$ cat src/sv/psh_pkg.sv
// ----------------------------------------------------------------------------
// psh_pkg
// shared constants and helpers for the pairwise slope histogram unit
// ----------------------------------------------------------------------------
package psh_pkg;

    localparam int MAX_POINTS_DEF = 1024;
    localparam int RANGE_BINS_DEF = 200;

    localparam logic [1:0] OP_ADD   = 2'd0;
    localparam logic [1:0] OP_READ  = 2'd1;
    localparam logic [1:0] OP_CLEAR = 2'd2;
    localparam logic [1:0] OP_NOP   = 2'd3;

    localparam int CNT_W = 19;
    localparam logic [CNT_W-1:0] CNT_MAX = {CNT_W{1'b1}};

    // quotient request from the pair sweep to the divider
    typedef struct packed {
        logic        valid;
        logic        neg;
        logic [48:0] num;
        logic [32:0] den;
    } div_req_t;

    typedef struct packed {
        logic        valid;
        logic [31:0] ratio;
    } div_rsp_t;

endpackage

$ cat src/sv/psh_divider.sv
// ----------------------------------------------------------------------------
// psh_divider
// radix-2 restoring divider, one quotient bit per cycle, saturates to q16.16
// ----------------------------------------------------------------------------
module psh_divider
(
    input  logic              clk,
    input  logic              rst_n,
    input  psh_pkg::div_req_t req,
    output logic              busy,
    output psh_pkg::div_rsp_t rsp
);

    logic [5:0]  cnt_reg, cnt_next;
    logic        run_reg, run_next;
    logic        neg_reg, neg_next;
    logic [48:0] q_reg, q_next;
    logic [32:0] rem_reg, rem_next;
    logic [32:0] den_reg, den_next;
    logic [33:0] trial;
    logic [31:0] sat;
    logic        rsp_valid_reg, rsp_valid_next;
    logic [31:0] ratio_reg, ratio_next;

    assign busy = run_reg;
    assign rsp  = {rsp_valid_reg, ratio_reg};
    assign trial = {rem_reg, q_reg[48]} - {1'b0, den_reg};

    always_comb
    begin
        if (neg_reg)
        begin
            if (q_reg[48:31] != 18'd0)
                sat = 32'h8000_0000;
            else
                sat = 32'd0 - q_reg[31:0];
        end
        else
        begin
            if (q_reg[48:31] != 18'd0)
                sat = 32'h7FFF_FFFF;
            else
                sat = q_reg[31:0];
        end
    end

    always_comb
    begin
        cnt_next = cnt_reg;
        run_next = run_reg;
        neg_next = neg_reg;
        q_next   = q_reg;
        rem_next = rem_reg;
        den_next = den_reg;
        rsp_valid_next = 1'b0;
        ratio_next = ratio_reg;
        if (run_reg)
        begin
            if (cnt_reg == 6'd49)
            begin
                run_next = 1'b0;
                rsp_valid_next = 1'b1;
                ratio_next = sat;
            end
            else
            begin
                cnt_next = cnt_reg + 6'd1;
                if (!trial[33])
                begin
                    rem_next = trial[32:0];
                    q_next   = {q_reg[47:0], 1'b1};
                end
                else
                begin
                    rem_next = {rem_reg[31:0], q_reg[48]};
                    q_next   = {q_reg[47:0], 1'b0};
                end
            end
        end
        else if (req.valid)
        begin
            run_next = 1'b1;
            cnt_next = 6'd0;
            neg_next = req.neg;
            q_next   = req.num;
            rem_next = 33'd0;
            den_next = req.den;
        end
    end

    always_ff @(posedge clk or negedge rst_n)
    begin
        if (!rst_n)
        begin
            run_reg <= 1'b0;
            rsp_valid_reg <= 1'b0;
        end
        else
        begin
            run_reg <= run_next;
            rsp_valid_reg <= rsp_valid_next;
        end
    end

    always_ff @(posedge clk)
    begin
        cnt_reg <= cnt_next;
        neg_reg <= neg_next;
        q_reg   <= q_next;
        rem_reg <= rem_next;
        den_reg <= den_next;
        ratio_reg <= ratio_next;
    end

endmodule

$ cat config.mk
export PLATFORM = sky130hd
export DESIGN_NAME = psh_divider
export DESIGN_NICKNAME = d
export VERILOG_FILES = /design/src/sv/psh_pkg.sv /design/src/sv/psh_divider.sv
export SDC_FILE = /design/constraint.sdc
export NUM_CORES = 1
export LEC_CHECK = 0
export BUFFER_PORTS_ARGS = -buffer_cell sky130_fd_sc_hd__buf_2
export CORE_UTILIZATION = 45
export DETAILED_ROUTE_END_ITERATION = 7
export GPL_TIMING_DRIVEN = 1
export PLACE_DENSITY_LB_ADDON = 0.2
export SLEW_MARGIN = 20
export SYNTH_ARGS = -nofsm -noshare
export SYNTH_HDL_FRONTEND = slang
export SYNTH_SLANG_ARGS = --single-unit
export TNS_END_PERCENT = 30
$ cat constraint.sdc
create_clock -name clk -period 6.9 [get_ports clk]
set_clock_uncertainty 0.1 [all_clocks]
set_input_delay 0.69 -clock clk [delete_from_list [all_inputs] [get_ports clk]]
set_output_delay 0.69 -clock clk [all_outputs]
set_load 0.03 [all_outputs]
==> flow_summary.toml <==
[critical_path]
crit_fanout = 20
start_kind = "flip-flop"
critical_path.endpoint_type = "flip-flop"
timing_worst_setup_path_type = "reg2reg"
timing.critical_path.required_ps = 6950
crit-reg2reg-launch = "rem_reg[10]"
cp-startpoint = "rem_reg[10]"
arrival_worst_endpoint_ps = 3860

[die]
top_level_ports = 120
die_area_mm2 = 0.0199
placeableCoreArea_mm2 = 0.0188
dieHeight_um = 141
initial_utilization_pct = 46.3
die_w_um = 141
row_count = 50

[pwr]
worst_ir_drop_vdd_v = 0.000239
power.leakage_nw = 4.24
pwr_density_cell_mw_per_mm2 = 443

[timing]
timing_max_transition_violations_final = 0
maxClockFrequency_mhz = 263
grt_setup_unrepaired = "no"
measured_slew_at_the_worst_slew_check_pin_ps = 976
timing.final.ws_setup_ps = 3090
worst_slew_margin_rel_pct = 34.8
period_minus_slack_ps = 3810
setup_total_negative_slack_ps = 0
hold_violations = 0
final_setup_violating_endpoints = 0
final_worst_path_cycle_share_pct = 55.1

[synth]
synthesis.yosys.warnings = 0
synth_flop_cell = "edfxtp_1"
synth.cell_area_mm2 = 0.00872
cell_types_with_the_largest_area_share_after_synthesis = "edfxtp_1, mux2_2, ha_1, a21oi_1, nand2_1"
synth_top_area_cell = "edfxtp_1"
synthCells = 789
yosysMostFrequentCell = "edfxtp_1"
synth_top_cells_by_count = "edfxtp_1, nand2_1, a21oi_1"
synth.avg_cell_area_um2 = 11.0
ys_async_sr_fraction_pct = 1.28
seq_area_frac_synth_pct = 53.6
synth-seq-cells = 156
post_synth_num_cell_types = 62
synth_edf_count = 154
synth_fp_nets = 912
post-synth-top-area-fraction_pct = 53.0

[cts]
cts_hold_buf = 1
cts-root-to-sink-buffers = 2
insertion_delay_ps = 430
htree_num_levels = 4
postCtsSetupRepairBufs = 0
cts_tree = "yes"
clock_tree.root_cell = "clkbuf_16"
cts.sinks = 156
post_cts_resize_count = 0
numCtsBuffers = 17
clkSlewWorstSetupHoldPaths_ps = 70

[hold_path]
holdCritStartpoint = "req[5]"
worst_hold_check_path_type = "in2reg"

[global_route]
grt_pass1_wl_mm = 29.8
grt_max_degree = 58
grt_remaining_overflow = 0
grt.total_usage_pct = 19.4
grt_pass1_vias = 5867
grt_antenna_before_repair = 0

[routing]
detailroute.via_count = 6323
routed_via_density = 5.38
detailedRoute.firstIterationViolations = 338
postRouteAntennaNets = 0
drc = 0
wl_cell_um = 15.9
routed_wl_mm = 18.7
detailedRoute.firstPassIterationCount = 4

[final_layout]
nets = 1027
flow.area_growth_from_synthesis_pct = 17.5
largest_reg_flops = 49
drive_above_1_share_pct = 24.8
diodes = 0

[placed_design]
dpl.hpwl_mm = 12.8
dp_slack_ps = 3100
port_buffers = 119
place.gp.congestion = 0.848

[outcome]
outcome = "finished, final reports clean"

[flow_run]
timing.max_cap.violations = 0
-- power breakdown --
| group | internal (W) | switching (W) | leakage [nW] |
|---|---|---|---|
| Sequential | 0.00151 | 0.000234 | 1.57 |
| Clock | 0.000577 | 0.000398 | 0.288 |
| Combinational | 0.000785 | 0.00103 | 2.38 |
-- area by class of cell --
class                           count  area [um2]
Fill cell                        1642        8590
Sequential cell                   156        4680
Multi-Input combinational cell    553        3770
Timing Repair Buffer              128         678
Clock buffer                       18         429
Tap cell                          260         325
Inverter                           48         180
Clock inverter                     13         179
-- cell families (layout without fill, tap and decap cells) --
family                   after synthesis  count (layout)  share of synthesized area [%]
buffers and inverters                 80             207                           3.59
multiplexers                          52              52                           6.67
adder cells (fa/ha/maj)               37              37                           5.40
AND/OR/NAND/NOR                      243             243                           13.4
AO/OA/AOI/OAI                        175             175                           12.7
XOR/XNOR                              46              46                           4.62
flip-flops                           156             156                           53.6
-- path summary, 6_finish.rpt --
check	to	slack, ps	depth (start not counted)
min in group asynchronous	rsp_valid_reg	490	2
max	rem_reg[7]	3090	11
max reg2reg	rem_reg[7]	3090	11
max in group asynchronous	busy	6090	2
min	den_reg[5]	330	1
min reg2reg	q_reg[44]	490	1
-- critical path, cell delays in order, from the launching register on --
cell      delay [ps]
edfxtp_1         390
ha_1             420
a21oi_1          220
nand2_1           70
a211o_1          330
o21ai_1          250
o211ai_1         190
o21ai_1          350
xor2_2           630
buf_4            380
a211o_1          150
a21oi_1           60
-- through the flow --
stage	area, um2	cells	total power (W)	util, %	hold slack, ps
floorplan	8720	789	0.00310	-	294
global placement	9600	1143	0.00353	51.0	390
detailed placement	9600	1143	0.00356	51.0	389
CTS	10200	1175	0.00456	54.3	315
global route	10200	1176	0.00485	54.4	310
finish	10200	1176	0.00454	54.4	331
-- cell usage in the layout (no fill, tap or decap), types with 4 or more instances in the layout --
cell type and n:
nor3_1 10, nand3_1 19, nor2b_1 8, mux2_2 49
o211ai_1 5, buf_2 119, or3_4 5, xor2_1 27
a211oi_1 4, clkbuf_16 17, o21ai_1 8, nand2b_1 17
edfxtp_1 154, or3_1 12, a21oi_1 71, a21o_1 15
xnor2_1 17, o311ai_0 10, nand4_1 5, nor4_1 5
a31oi_1 5, nor2_1 59, o21ai_0 26, o21a_1 5
ha_1 36, nand2_1 84, inv_6 4, inv_1 46
buf_4 7
-- metal layers --
metal / GRT usage (%) / part of all wire, %
met1: 26.4 / 48
met2: 31.1 / 47
met3: 3.36 / 4.0
met4: 7.04 / 1.6
met5: 0 / 0
Power figures use the tool's default switching activity.
